$ cat src/assert_macros.svh
// ----------------------------------------------------------------------------
// Assertion macros
// Shared concurrent assertion forms for the blend pipeline.
// ----------------------------------------------------------------------------
`ifndef ASSERT_MACROS_SVH
`define ASSERT_MACROS_SVH

// Check that cons holds in the same cycle as ante.
`define ASSERT_SAME(label, clk, rst_n, ante, cons, msg) \
	label: assert property (@(posedge clk) disable iff (!rst_n) (ante) |-> (cons)) \
		else $error(msg);

// Check that cons holds in the cycle after ante.
`define ASSERT_NEXT(label, clk, rst_n, ante, cons, msg) \
	label: assert property (@(posedge clk) disable iff (!rst_n) (ante) |=> (cons)) \
		else $error(msg);

`endif

$ cat src/rab_pkg.sv
// ----------------------------------------------------------------------------
// rab_pkg
// Types and constants of the RGB555 alpha blend pipeline.
// ----------------------------------------------------------------------------
package rab_pkg;

	localparam int unsigned PIX_W   = 16;
	localparam int unsigned ALPHA_W = 8;
	localparam int unsigned CH_W    = 5;
	localparam int unsigned CFG_IDX_W = 2;

	// channel positions inside a pixel
	localparam int unsigned RED_LSB   = 0;
	localparam int unsigned GREEN_LSB = 5;
	localparam int unsigned BLUE_LSB  = 10;
	localparam int unsigned VALID_POS = 15;

	// register indexes on the configuration channel
	localparam logic [CFG_IDX_W-1:0] CFG_SKIP_BELOW    = 2'd0;
	localparam logic [CFG_IDX_W-1:0] CFG_BLEND_CEILING = 2'd1;
	localparam logic [CFG_IDX_W-1:0] CFG_OPAQUE_FROM   = 2'd2;

	// register reset values
	localparam logic [ALPHA_W-1:0] SKIP_BELOW_RST    = 8'd8;
	localparam logic [ALPHA_W-1:0] BLEND_CEILING_RST = 8'd247;
	localparam logic [ALPHA_W-1:0] OPAQUE_FROM_RST   = 8'd128;

	// rounding offsets for red and green (green is folded from *32 / 8192)
	localparam logic signed [14:0] RED_ROUND   = 15'sd128;
	localparam logic signed [14:0] GREEN_ROUND = 15'sd4;

	// what to do with a pixel
	typedef enum logic [1:0] {
		ACT_KEEP  = 2'b00,
		ACT_BLEND = 2'b01,
		ACT_COPY  = 2'b10
	} act_t;

endpackage

$ cat src/rgb555_alpha_blend.sv
// ----------------------------------------------------------------------------
// rgb555_alpha_blend
// Three-stage pipeline compositing a 5-5-5 source pixel onto a destination.
// ----------------------------------------------------------------------------
// Usage:
//   Input: drive source_pixel, source_alpha and dest_pixel with start high;
//   the transaction is taken at a rising edge where start is high and busy is
//   low. busy stays low: the pipeline takes one pixel every cycle.
//   Output: done pulses for one cycle with write_enable and result_pixel. The
//   receiver cannot hold results off, and none is needed: results leave in
//   the order pixels came in, passing through each stage register in turn.
//   Throughput is one pixel per cycle; the three stages are decode/compare,
//   the signed 6x9 channel multiplies, and shift/add/select.
//   Configuration: cfg_valid with cfg_index and cfg_data writes one threshold
//   register (0 skip_below, 1 blend_ceiling, 2 opaque_from); cfg_ready is
//   always high. Write only while no pixel is in flight.
//   Reset (arst_n low): the pipeline empties, done drops, and the thresholds
//   return to 8, 247 and 128.
// ----------------------------------------------------------------------------
`include "assert_macros.svh"

module rgb555_alpha_blend (
	input  logic                               clk,
	input  logic                               arst_n,
	// pixel input
	input  logic                               start,
	output logic                               busy,
	input  logic [rab_pkg::PIX_W-1:0]          source_pixel,
	input  logic [rab_pkg::ALPHA_W-1:0]        source_alpha,
	input  logic [rab_pkg::PIX_W-1:0]          dest_pixel,
	// result output
	output logic                               done,
	output logic                               write_enable,
	output logic [rab_pkg::PIX_W-1:0]          result_pixel,
	// configuration write channel
	input  logic                               cfg_valid,
	output logic                               cfg_ready,
	input  logic [rab_pkg::CFG_IDX_W-1:0]      cfg_index,
	input  logic [rab_pkg::ALPHA_W-1:0]        cfg_data
);

	// ------------------------------------------------------------------
	// Configuration registers
	// ------------------------------------------------------------------
	logic [rab_pkg::ALPHA_W-1:0] skip_below_q;
	logic [rab_pkg::ALPHA_W-1:0] blend_ceiling_q;
	logic [rab_pkg::ALPHA_W-1:0] opaque_from_q;

	assign cfg_ready = 1'b1;
	assign busy      = 1'b0;

	// Drop writes to indexes beyond the register list.
	always_ff @(posedge clk or negedge arst_n) begin
		if (!arst_n) begin
			skip_below_q    <= rab_pkg::SKIP_BELOW_RST;
			blend_ceiling_q <= rab_pkg::BLEND_CEILING_RST;
			opaque_from_q   <= rab_pkg::OPAQUE_FROM_RST;
		end else if (cfg_valid && cfg_ready) begin
			case (cfg_index)
				rab_pkg::CFG_SKIP_BELOW:    skip_below_q    <= cfg_data;
				rab_pkg::CFG_BLEND_CEILING: blend_ceiling_q <= cfg_data;
				rab_pkg::CFG_OPAQUE_FROM:   opaque_from_q   <= cfg_data;
				default: ;
			endcase
		end
	end

	// ------------------------------------------------------------------
	// Stage 1: decide the action and form signed channel differences
	// ------------------------------------------------------------------
	logic                 take;
	rab_pkg::act_t        act_d;
	logic signed [5:0]    dr_d, dg_d, db_d;

	assign take = start && !busy;

	// Skip test first, then blend against a valid destination, then copy.
	always_comb begin
		act_d = rab_pkg::ACT_KEEP;
		if (source_alpha >= skip_below_q) begin
			if (dest_pixel[rab_pkg::VALID_POS] && (source_alpha <= blend_ceiling_q)) begin
				act_d = rab_pkg::ACT_BLEND;
			end else if (source_alpha >= opaque_from_q) begin
				act_d = rab_pkg::ACT_COPY;
			end
		end
	end

	// Channel difference source minus destination, range -31..31.
	assign dr_d = $signed({1'b0, source_pixel[rab_pkg::RED_LSB   +: rab_pkg::CH_W]})
	            - $signed({1'b0, dest_pixel[rab_pkg::RED_LSB     +: rab_pkg::CH_W]});
	assign dg_d = $signed({1'b0, source_pixel[rab_pkg::GREEN_LSB +: rab_pkg::CH_W]})
	            - $signed({1'b0, dest_pixel[rab_pkg::GREEN_LSB   +: rab_pkg::CH_W]});
	assign db_d = $signed({1'b0, source_pixel[rab_pkg::BLUE_LSB  +: rab_pkg::CH_W]})
	            - $signed({1'b0, dest_pixel[rab_pkg::BLUE_LSB    +: rab_pkg::CH_W]});

	logic                          valid_s1;
	rab_pkg::act_t                 act_s1;
	logic signed [5:0]             dr_s1, dg_s1, db_s1;
	logic [rab_pkg::ALPHA_W-1:0]   alpha_s1;
	logic [rab_pkg::PIX_W-1:0]     src_s1, dest_s1;

	always_ff @(posedge clk or negedge arst_n) begin
		if (!arst_n) begin
			valid_s1 <= 1'b0;
		end else begin
			valid_s1 <= take;
		end
	end

	always_ff @(posedge clk) begin
		if (take) begin
			act_s1   <= act_d;
			dr_s1    <= dr_d;
			dg_s1    <= dg_d;
			db_s1    <= db_d;
			alpha_s1 <= source_alpha;
			src_s1   <= source_pixel;
			dest_s1  <= dest_pixel;
		end
	end

	// ------------------------------------------------------------------
	// Stage 2: scale each difference by alpha, add rounding
	// ------------------------------------------------------------------
	logic signed [8:0]  alpha_sx;
	logic signed [14:0] mr, mg, mb;

	assign alpha_sx = $signed({1'b0, alpha_s1});
	assign mr = 15'(dr_s1) * 15'(alpha_sx);
	assign mg = 15'(dg_s1) * 15'(alpha_sx);
	assign mb = 15'(db_s1) * 15'(alpha_sx);

	logic                       valid_s2;
	rab_pkg::act_t              act_s2;
	logic signed [14:0]         pr_s2, pg_s2, pb_s2;
	logic [rab_pkg::PIX_W-1:0]  src_s2, dest_s2;

	always_ff @(posedge clk or negedge arst_n) begin
		if (!arst_n) begin
			valid_s2 <= 1'b0;
		end else begin
			valid_s2 <= valid_s1;
		end
	end

	// Blue is truncated, red and green round.
	always_ff @(posedge clk) begin
		if (valid_s1) begin
			act_s2  <= act_s1;
			pr_s2   <= mr + rab_pkg::RED_ROUND;
			pg_s2   <= mg + rab_pkg::GREEN_ROUND;
			pb_s2   <= mb;
			src_s2  <= src_s1;
			dest_s2 <= dest_s1;
		end
	end

	// ------------------------------------------------------------------
	// Stage 3: floor-divide by 256, add to destination, pick the result
	// ------------------------------------------------------------------
	// Only the low five bits of the arithmetic shift matter for a 5-bit sum.
	logic [rab_pkg::CH_W-1:0]  r_new, g_new, b_new;
	logic [rab_pkg::PIX_W-1:0] blend_pix;
	logic [rab_pkg::PIX_W-1:0] res_d;
	logic                      we_d;

	assign r_new = dest_s2[rab_pkg::RED_LSB   +: rab_pkg::CH_W] + pr_s2[12:8];
	assign g_new = dest_s2[rab_pkg::GREEN_LSB +: rab_pkg::CH_W] + pg_s2[12:8];
	assign b_new = dest_s2[rab_pkg::BLUE_LSB  +: rab_pkg::CH_W] + pb_s2[12:8];
	assign blend_pix = {1'b1, b_new, g_new, r_new};

	always_comb begin
		case (act_s2)
			rab_pkg::ACT_BLEND: begin
				res_d = blend_pix;
				we_d  = 1'b1;
			end
			rab_pkg::ACT_COPY: begin
				res_d = {1'b1, src_s2[rab_pkg::VALID_POS-1:0]};
				we_d  = 1'b1;
			end
			default: begin
				res_d = dest_s2;
				we_d  = 1'b0;
			end
		endcase
	end

	always_ff @(posedge clk or negedge arst_n) begin
		if (!arst_n) begin
			done <= 1'b0;
		end else begin
			done <= valid_s2;
		end
	end

	always_ff @(posedge clk) begin
		if (valid_s2) begin
			result_pixel <= res_d;
			write_enable <= we_d;
		end
	end

	// ------------------------------------------------------------------
	// Assertions
	// ------------------------------------------------------------------
	logic kept_out;
	logic wrote_out;
	logic res_valid;
	logic below_skip;

	assign kept_out   = done && !write_enable;
	assign wrote_out  = done && write_enable;
	assign res_valid  = result_pixel[rab_pkg::VALID_POS];
	assign below_skip = source_alpha < skip_below_q;

	`ASSERT_NEXT(a_latency, clk, arst_n, take, ##2 done, "pixel not delivered in three cycles")
	`ASSERT_SAME(a_keep, clk, arst_n, kept_out, result_pixel == $past(dest_pixel, 3), "kept pixel")
	`ASSERT_SAME(a_valid, clk, arst_n, wrote_out, res_valid, "written pixel lacks valid bit")
	`ASSERT_NEXT(a_skip, clk, arst_n, take && below_skip, ##2 !write_enable, "skip ignored")

endmodule

$ cat config.mk
export PLATFORM = sky130hd
export DESIGN_NAME = rgb555_alpha_blend
export DESIGN_NICKNAME = d
export VERILOG_FILES = /design/src/rab_pkg.sv /design/src/rgb555_alpha_blend.sv
export VERILOG_INCLUDE_DIRS = /design/src /design/src/src
export SDC_FILE = /design/constraint.sdc
export NUM_CORES = 1
export LEC_CHECK = 0
export BUFFER_PORTS_ARGS = -buffer_cell sky130_fd_sc_hd__buf_2
export CAP_MARGIN = 15
export CORE_UTILIZATION = 50
export CTS_CLUSTER_DIAMETER = 150
export DETAILED_ROUTE_END_ITERATION = 10
export PLACE_DENSITY = 0.68
export RECOVER_POWER = 25
export SLEW_MARGIN = 10
export SYNTH_ARGS = -nofsm -noshare
export SYNTH_HDL_FRONTEND = slang
export SYNTH_SLANG_ARGS = --single-unit
$ cat constraint.sdc
create_clock -name clk -period 7.4 [get_ports clk]
set_clock_uncertainty 0.05 [all_clocks]
set_input_delay 0.74 -clock clk [delete_from_list [all_inputs] [get_ports clk]]
set_output_delay 0.74 -clock clk [all_outputs]
set_load 0.01 [all_outputs]
* Word level (Yosys, flattened, before mapping)
Cells that the tools add are included.
** Word-level totals
- Input bits :: 54
- Output and inout bits :: 20
- Bits in registers :: 175
- Logic and storage cells :: 52
** Operators by class
- $add $sub $neg :: 8
- Mux-type cells :: 4
- Multiply operators :: 3
- Bitwise operators :: 1
- Reductions and logical operators :: 7
- $lt $le $gt $ge :: 3
- Equal/unequal tests :: 4
** Operators by type and width (count)
- multiplier 6 x 9 -> 13 bit :: 3
- one-hot mux 16 bit (2 select lines) :: 1
- subtractor 5 x 5 -> 6 bit :: 3
- greater-or-equal comparator 8 bit :: 2
- adder 5 bit :: 3
- adder 13 x 4 -> 13 bit, second input constant :: 1
- adder 13 x 9 -> 13 bit, second input constant :: 1
- less-or-equal comparator 8 bit :: 1
- AND reduction 2 bit :: 3
- == test 2 x 1 -> 1 bit, second input constant :: 2
- == test 2 bit, second input constant :: 2
- OR reduction 2 bit :: 2
- logical NOT 2 bit :: 1
- two-way mux 1 bit :: 2
- two-way mux 2 bit :: 1
- logical AND 1 bit :: 1
- inverter 1 bit :: 1

* Depth between registers and ports, before layout
Gate-level depths: netlist of the first run.
- Depth after elaboration :: 3
- Depth in mapped cells :: 16
- Mapped depth without buffers :: 15

* Worst setup path before layout of the first run
No wires, ideal clock.
- Kind :: reg2reg
- Start :: register alpha_s1[3] (netlist name)
- End :: register pr_s2[12] (data pin)
- Buffers on the path :: 1
- Required time :: 7090 ps
- Setup time :: 260 ps
- Period minus slack after synthesis :: 4481 ps
- Stages on the path, launching flop included :: 17
- Setup slack :: 2919 ps
- Arrival :: 4171 ps
- Cells stage by stage :: edfxtp_1 > clkbuf_1 > and2_1 > fa_1 > inv_1 > fa_1 > inv_1 > fa_1 > inv_1 > fa_1 > inv_1 > ha_1 > and4b_4 > a2111oi_4 > o211ai_2 > a21oi_2 > xnor2_1
** On the way
- Cells in the longest elaborated chain, start to end :: 2
** Ends and longest elaborated chain
- start, declared :: RTL line rgb555_alpha_blend.sv:100 : logic [rab_pkg::ALPHA_W-1:0] alpha_s1;
- start signal, assigned :: RTL line rgb555_alpha_blend.sv:117 : alpha_s1 <= source_alpha;
- multiplier 6 x 9 -> 13 bit :: RTL line rgb555_alpha_blend.sv:130 : assign mr = 15'(dr_s1) * 15'(alpha_sx);
- adder 13 x 9 -> 13 bit :: RTL line rgb555_alpha_blend.sv:151 : pr_s2 <= mr + rab_pkg::RED_ROUND;
- end signal, assigned :: RTL line rgb555_alpha_blend.sv:151
- end, declared :: RTL line rgb555_alpha_blend.sv:136 : logic signed [14:0] pr_s2, pg_s2, pb_s2;
Every way passes these cells.
A chain may end at the register's enable or synchronous reset.

* Worst setup path in the final report of the first run
Same ends and word-level chain as after synthesis.

==> reports/qor.txt, run 1 <==
Vias in the first global route -> 6998
Top post-synthesis cells by area -> edfxtp_1, ha_1, fa_1
Final nets -> 1213
Post-CTS Setup Bufs -> 0
Measured slew at the worst slew-check pin -> 1.45 ns
YS warnings -> 0
Initial drt markers -> 241
Util after Layout -> 0.574
Min-delay worst type -> reg2reg
Die Wd -> 148 um
HP Start -> dest_s1[4]
H-tree Lvls -> 4
Post-DP HPWL -> 15100 um
Reg area -> 4410 sq um
P_sw -> 1.41 mW
RSZ-0062 raised after global routing -> false
Rows -> 52
Mapped Nets -> 1139
Total track usage -> 0.200
Post-synthesis cell count -> 879
Reg-to-reg setup timing slack -> 2.59 ns
Peak Freq -> 208 MHz
Top FF cell, synth -> edfxtp_1
Io pins -> 74
Sink Count -> 151
Multi-input gate area -> 5640 sq um
Setup Crit Path Kind -> reg2reg
Core Footprint -> 20500 sq um
Net switching share of the total power -> 0.367
Pwr/cell area -> 327 nW/um^2
Pin count of the biggest net entering global routing -> 61
Synth Cell Area -> 10600 sq um
Die Y -> 148 um
Via count -> 6461
CP startpoint -> alpha_s1[3]
Root Driver -> clkbuf_16
Slew margin rel. -> 0.0355
# hold bufs at CTS -> 0
Setup violations, final -> 0
Sequential-to-total area share from yosys stat -> 0.417
Max IR drop VDD -> 0.000191 V
Top cells by count, synth -> ha_1, edfxtp_1, inv_1
Final period util -> 0.650
Diode count -> 0
Hold Worst Slack -> 0.359 ns
Type of element launching the critical path -> register
Number of synthesized register bits -> 151
Final instance area -> 11800 sq um
Yosys top cell by area -> edfxtp_1
Number of flops mapped to enable cells by yosys -> 124
Worst-skew pair later-pin latency -> 0.42 ns
Required time of the critical path -> 7.51 ns
Leak -> 5.30 nW
Syn avg cell area -> 12.0 sq um
CTS resizes -> 0
Setup TNS -> 0 ns
Crit path max fanout -> 18
Top-area cell type share of the netlist area -> 0.352
Hold Fails Final Rpt -> 0
Clk pwr share -> 0.219
Total Power -> 3.85 mW
Post-route ant nets -> 0
Layout cells sized above 1 -> 0.105
Run status -> finished, final reports clean
Via density per instance -> 5.23
Port bufs -> 70
CTS tree -> built
Critical path capture point type -> register
Initial Utilization -> 0.516
GRT overflow -> 0
Sequential power share -> 0.327
Area growth syn-to-layout -> 11.1%
Total of max-cap violations -> 0
Crit path time final -> 4.81 ns
DR WL/cell -> 16.0 um
Final WL -> 19800 um
First-pass GRT wire length -> 33700 um
Async S/R FF share, synth -> 0.179
Cell with the most instances after synthesis -> ha_1
Filler cells -> 1710
RePlAce Congestion -> 0.780
# DRC -> 0
Pint -> 2.43 mW
Comb power frac -> 0.453
Antenna violations before repair -> 0
Final-report max-slew violation count -> 0
Clock edge transition at the registers on the reported setup and hold paths -> 0.07 ns
Yosys cell types -> 51
Post-DP Area -> 11200 sq um
DR pass1 iterations -> 5
Max Buffers Root-to-Sink -> 2
Die area -> 21800 sq um
CTS buffer count -> 17
Arr. time, crit path -> 4.92 ns
R2r startpoint -> alpha_s1[3]
==> state kept, by name, indices dropped and copies added, names as in the netlist, 2 cells and up <==
signal / count
result_pixel: 16
src_s2: 15
alpha_s1: 8
act_s1: 2
act_s2: 2
skip_below_q: 8
dest_s1: 16
pb_s2: 5
dg_s1: 6
blend_ceiling_q: 8
pr_s2: 5
dr_s1: 6
opaque_from_q: 8
dest_s2: 16
src_s1: 15
db_s1: 6
pg_s2: 5
==> metrics by stage <==
| stage | instances | setup slack, ns |
|---|---|---|
| after floorplan | 879 | 2.92 |
| after global placement | 1204 | 2.58 |
| after detailed placement | 1204 | 2.61 |
| after CTS | 1236 | 2.60 |
| after global routing | 1236 | 2.41 |
| final | 1236 | 2.59 |
==> final cells by class <==
class / count / area share
tap: 270 / 0.0287
multi-input combinational: 588 / 0.480
sequential: 151 / 0.375
timing repair buffer: 72 / 0.0272
inverter: 123 / 0.0393
clock inverter: 15 / 0.0135
clock buffer: 17 / 0.0362
==> power by group through the flow <==
stage | clock [mW] | combinational [mW] | sequential (mW)
6_report | 0.843 | 1.74 | 1.26
5_1_grt | 0.892 | 2.04 | 1.28
4_1_cts | 0.859 | 1.78 | 1.26
3_5_place_dp | 0 | 1.76 | 1.28
3_3_place_gp | 0 | 1.71 | 1.28
2_1_floorplan | 0 | 1.36 | 1.22
==> logic make-up (layout without fill, tap and decap cells) <==
kind of cell               Yosys count  after routing  synth area share
xor gates and xnor gates            42             42            0.0348
AOI/OAI and AO/OA                  121            121            0.0754
adders and majority gates          206            206             0.299
muxes                               17             17            0.0181
buffers and inverters              140            227            0.0504
DFF                                151            151             0.417
other                                2              2          0.000709
and+or+nand+nor                    200            200             0.105
==> worst max-delay path, stage by stage, from the launching register on <==
cell	delay, ns
edfxtp_1	0.69
and2_1	0.29
fa_1	0.53
inv_1	0.05
fa_1	0.47
inv_1	0.05
fa_1	0.52
inv_1	0.05
fa_1	0.50
inv_1	0.04
ha_1	0.28
and4b_4	0.20
a2111oi_4	0.42
o211ai_2	0.17
a21oi_2	0.17
xnor2_1	0.07
==> per-layer routing <==
metal	global-route usage	up-vias	share of wire
li1	-	3146	-
met1	0.233	3183	0.41
met2	0.367	116	0.53
met3	0.0420	16	0.039
met4	0.0613	0	0.017
met5	0	-	0
==> final timing paths <==
check | to | cells past startpoint
max in group asynchronous | valid_s1 | 1
min in group asynchronous | skip_below_q[7] | 1
min reg2reg | dest_s2[4] | 0
max reg2reg | pr_s2[12] | 15
min | dest_s2[4] | 0
max | pr_s2[12] | 15
==> placed cells by master, fill, tap and decap left out, drive strengths merged, types with 10 or more instances in the layout <==
cell type,count
mux2,17
nor2,21
dfrtp,18
a21oi,33
o21ai,30
ha,128
nand2,41
edfxtp,124
buf,36
a21o,18
and2,89
inv,130
fa,78
nor2b,10
clkbuf,53
xor2,10
xnor2,32
nand2b,16
(Power assumes the default switching activity.)
==> inputs of run 2 (changes only) <==
PLACE_DENSITY = 0.71   (was 0.68)
clock period = 4.1 ns   (was 7.4 ns; I/O delays follow)
==> run 2 against run 1 <==
Against the previous run: the run now ends with max-capacitance violations, max-slew violations, negative setup slack left; count of clock-buffer cells in the layout unchanged; flip-flop and latch count did not move; sequential power up 76%; die area stayed put; critical path depth increased by 2; power grew 110%; critical path type unchanged; largest cell class unchanged.
==> reports/qor.txt, run 2 (synthesis results as in run 1) <==
Worst r2r dst -> pr_s2[10]
Arr. time, crit path -> 4.43 ns
Die Y -> 148 um
Failing checks -> max-capacitance violations, max-slew violations, negative setup slack
Die area -> 21800 sq um
Diode count -> 0
DR WL/cell -> 16.4 um
Final-report max-slew violation count -> 32
Via count -> 6777
Post-DP HPWL -> 16100 um
R2r startpoint -> alpha_s1[4]
Sink Count -> 151
Crit path time final -> 4.31 ns
Critical-path cell list -> buf_6, and2_4, fa_1, inv_1, fa_1, inv_2, fa_1, inv_1, fa_1, inv_2, ha_4, and4b_4, a2111oi_4, buf_4, nor2_4, o21ai_1, a21oi_1
H-tree Lvls -> 4
HP Start -> dest_pixel[0]
Final period util -> 1.05
Total of max-cap violations -> 1
Reg-to-reg setup timing slack -> -0.21 ns
Delay of the slowest cell on the worst path -> 0.50 ns
Filler cells -> 1615
Pre-CTS setup slack -> -0.255 ns
Measured slew at the worst slew-check pin -> 1.80 ns
CTS buffer count -> 17
Hold Worst Slack -> 0.136 ns
Setup Crit Path Kind -> reg2reg
Critical path capture point type -> register
Crit path max fanout -> 5
Pwr/cell area -> 634 nW/um^2
Area growth syn-to-layout -> 19.3%
Initial drt markers -> 316
Port bufs -> 70
Run status -> finished, violations left
RePlAce Congestion -> 0.821
Rows -> 52
Setup violations, final -> 9
First-pass GRT wire length -> 35200 um
Layout cells sized above 1 -> 0.209
Via density per instance -> 5.19
Min-delay worst type -> in2reg
Leak -> 5.71 nW
Final WL -> 21400 um
Post-route ant nets -> 0
Io pins -> 74
Pin count of the biggest net entering global routing -> 50
Most used cell, CP -> fa_1
Total track usage -> 0.208
CP max stage cell -> fa_1
Clock edge transition at the registers on the reported setup and hold paths -> 0.06 ns
Leading cell types in the layout, fill and taps excluded -> edfxtp_1, inv_1, ha_1
Type of element launching the critical path -> register
GRT overflow -> 0
Slew margin rel. -> -0.201
CP startpoint -> alpha_s1[4]
Core Footprint -> 20500 sq um
Worst-skew pair later-pin latency -> 0.42 ns
Hold Fails Final Rpt -> 0
Biggest regs -> dest_s1 (16), dest_s2 (16), result_pixel (16)
RSZ-0062 raised after global routing -> true
Antenna violations before repair -> 0
Register-to-Register Path Depth -> 17
CTS tree -> built
Final nets -> 1283
Max IR drop VDD -> 0.000395 V
Worst hold path endpoint -> dest_s1[0]
Root Driver -> clkbuf_16
# DRC -> 0
Leading cell type in the layout, fill and taps excluded -> edfxtp_1
Peak Freq -> 232 MHz
Die Wd -> 148 um
Vias in the first global route -> 7273
Hold path depth -> 1
DR pass1 iterations -> 4
Final setup margin -> -0.212 ns
Max Buffers Root-to-Sink -> 2
Initial Utilization -> 0.516
Required time of the critical path -> 4.22 ns
[run 2: cell count changes in the layout (fill, tap and decap cells not counted), moves of 4 or more]
cell     previous run  this run
and2_4              0         7
ha_1              128       119
and2_1             89        82
buf_6               0         6
ha_4                0         9
a21oi_1            32        26
a21oi_2             1         6
buf_4               2        63
nor2_1             21        17
[run 2: report_power, final]
| group | internal, mW | leakage, nW | switching, mW |
|---|---|---|---|
| combinational | 2.07 | 3.88 | 2.10 |
| clock | 0.971 | 0.298 | 0.640 |
| sequential | 2.06 | 1.53 | 0.154 |
[run 2: per-layer routing]
| metal | track usage | share of wire | vias up |
|---|---|---|---|
| met1 | 0.256 | 0.43 | 3352 |
| met4 | 0.0562 | 0.016 | 0 |
| li1 | - | - | 3282 |
| met5 | 0 | 0 | - |
| met3 | 0.0336 | 0.031 | 25 |
| met2 | 0.378 | 0.53 | 118 |
[run 2: repair_timing]
| action | in CTS | in global routing |
|---|---|---|
| setup endpoints to repair | 15 | 15 |
| cloned | 1 | 0 |
| hold buffers | 1 | 0 |
| setup buffers | 6 | 12 |
| resized for setup | 28 | 31 |
| endpoints found under the hold margin | 18 | 0 |
| pin swaps | 17 | 26 |
[run 2: area by class of cell]
class                   count  area [sq um]  area share
clock buffers              17           425      0.0337
clock inverters            15           191      0.0152
inverters                 123           462      0.0366
multi-input cells         588          5940       0.470
flip-flops and latches    151          4410       0.349
well taps                 270           338      0.0267
repair buffers            142           866      0.0685
[run 2: worst max-delay path by stage]
| stage | slack, ns | cells after the start | endpoint |
|---|---|---|---|
| finish | -0.21 | 17 | pr_s2[10] |
| global route | -0.36 | 17 | pr_s2[10] |
| CTS | -0.21 | 16 | pr_s2[12] |
| detailed placement | -0.25 | 13 | pg_s2[9] |
| global placement | -0.17 | 16 | pr_s2[12] |
| floorplan | -0.11 | 16 | pr_s2[12] |
[run 2: metrics by stage]
step	instance area, sq um	power [mW]	std cells	utilization	setup TNS [ns]
after floorplan	10600	4.67	879	-	-0.354
after global routing	12600	8.65	1306	0.616	-3.38
final	12600	8.00	1306	0.616	-1.18
after global placement	11600	5.65	1255	0.567	-1.46
after CTS	12400	7.72	1294	0.606	-1.45
after detailed placement	11600	5.77	1255	0.567	-2.29
[run 2: worst max-delay path: cells and delay by family, from the launching register on]
kind,cells,cell delay (ns)
and+or+nand+nor,3,0.36
buffers and inverters,6,0.54
DFF,1,0.41
adders and majority gates,5,2.16
AOI/OAI and AO/OA,3,0.56
==> inputs of run 3 (changes only) <==
PLACE_DENSITY = 0.68   (was 0.71)
clock period = 5.43 ns   (was 4.1 ns; I/O delays follow)
==> run 3 against run 2 <==
Against the previous run: the flow now finishes without violations; critical path type unchanged; power fell by 35%; cell area decreased by 6.8%; via count down 4.2%; sequential power fell by 23%; critical path depth is 2 lower; die area stayed put; worst setup slack improved by 0.81 ns; flip-flop and latch count unchanged; largest cell class unchanged; global-route usage shrank 0.37 points; combinational power is 43% lower.
==> reports/qor.txt, run 3 (synthesis results as in run 1) <==
Run status -> finished, final reports clean
Pin count of the biggest net entering global routing -> 61
Layout cells sized above 1 -> 0.108
Post-DP HPWL -> 15700 um
Final setup margin -> 0.596 ns
Initial Utilization -> 0.516
CTS tree -> built
Reg area -> 4410 sq um
Vias in the first global route -> 6868
# hold bufs at CTS -> 0
Critical path capture point type -> register
Rows -> 52
Measured slew at the worst slew-check pin -> 1.46 ns
# DRC -> 0
Required time of the critical path -> 5.55 ns
Slew margin rel. -> 0.0285
DR top layer -> met4
Via count -> 6494
Leak -> 5.31 nW
Multi-input gate area -> 5640 sq um
Setup Crit Path Kind -> reg2reg
CTS resizes -> 0
Final period util -> 0.890
Antenna violations before repair -> 0
Max Buffers Root-to-Sink -> 2
Total Power -> 5.17 mW
Leading cell types in the layout, fill and taps excluded -> ha_1, edfxtp_1, inv_1
Diode count -> 0
Core Footprint -> 20500 sq um
Arr. time, crit path -> 4.96 ns
Min-delay worst type -> in2reg
Type of element launching the critical path -> register
M1 WL -> 8710 um
Post-DP Area -> 11300 sq um
Sink Count -> 151
Biggest regs -> dest_s1 (16), dest_s2 (16), result_pixel (16)
Root Driver -> clkbuf_16
Filler cells -> 1725
Final nets -> 1220
DR WL/cell -> 16.5 um
Pwr/cell area -> 439 nW/um^2
Met2 wire length -> 10800 um
Die area -> 21800 sq um
Final instance area -> 11800 sq um
Die Y -> 148 um
Total track usage -> 0.205
Setup violations, final -> 0
CTS buffer count -> 17
First-pass GRT wire length -> 34200 um
Worst-skew pair later-pin latency -> 0.43 ns
Io pins -> 74
Final-report max-slew violation count -> 0
Post-route ant nets -> 0
H-tree Lvls -> 4
Total of max-cap violations -> 0
RePlAce Congestion -> 0.800
Leading cell type in the layout, fill and taps excluded -> ha_1
Max IR drop VDD -> 0.000250 V
Via density per instance -> 5.22
Crit path time final -> 4.83 ns
Final WL -> 20500 um
Area growth syn-to-layout -> 11.2%
DR pass1 iterations -> 4
Clock edge transition at the registers on the reported setup and hold paths -> 0.06 ns
Peak Freq -> 207 MHz
Port bufs -> 70
Post-CTS Setup Bufs -> 0
Crit path max fanout -> 18
GRT overflow -> 0
Pre-CTS setup slack -> 0.573 ns
Die Wd -> 148 um
Metal3 WL -> 687 um
Initial drt markers -> 205
Hold Fails Final Rpt -> 0
RSZ-0062 raised after global routing -> false
Setup TNS -> 0 ns
run 3: cell count changes in the layout (fill, tap and decap cells not counted), sizes merged:
cell | before | now
buf | 104 | 41
clkinvlp | 1 | 5
bufinv | 3 | 0
clkinv | 6 | 3
inv | 128 | 130
clkbuf | 54 | 55
dlygate4sd3 | 1 | 0
run 3: where the power goes:
| part | switching (mW) | internal (mW) | leakage (nW) |
|---|---|---|---|
| clock network | 0.503 | 0.593 | 0.254 |
| logic | 1.25 | 1.12 | 3.53 |
| registers | 0.147 | 1.56 | 1.53 |
run 3: final timing paths:
kind                                from                to  slack (ns)  depth (start not counted)
min in group asynchronous         arst_n  opaque_from_q[6]        0.39                          1
min reg2reg                  dest_s1[14]       dest_s2[14]        0.36                          0
max in group asynchronous         arst_n          valid_s1        3.98                          1
max reg2reg                  alpha_s1[3]         pr_s2[12]        0.60                         15
min                        dest_pixel[2]        dest_s1[2]        0.25                          1
max                          alpha_s1[3]         pr_s2[12]        0.60                         15
run 3: metrics by stage:
stage          hold WS (ns)  std cells   util
3_3_place_gp          0.351       1211  0.550
2_1_floorplan         0.197        879      -
4_1_cts              0.0851       1243  0.576
3_5_place_dp          0.355       1211  0.550
6_report              0.253       1243  0.574
5_1_grt               0.242       1243  0.574
run 3: critical path: stages (launching register included):
cell and delay (ns):
edfxtp_1 0.66, and2_1 0.27, fa_1 0.53, inv_1 0.05, fa_1 0.48, inv_1 0.06, fa_1 0.54, inv_1 0.05
fa_1 0.49, inv_1 0.04, ha_1 0.28, and4b_4 0.21, a2111oi_4 0.44, o211ai_2 0.19, a21oi_2 0.18, xnor2_1 0.07
run 3: layer usage:
layer  vias up  track usage
met1      3221        0.246
met2       102        0.364
met3        14       0.0435
met4         0       0.0665
met5         -            0
li1       3157            -
run 3: layout make-up:
cell class,instances,share of cell area
Multi-Input combinational cell,588,0.479
Sequential cell,151,0.375
Inverter,123,0.0392
Clock buffer,17,0.0362
Timing Repair Buffer,79,0.0315
Tap cell,270,0.0287
Clock inverter,15,0.0100
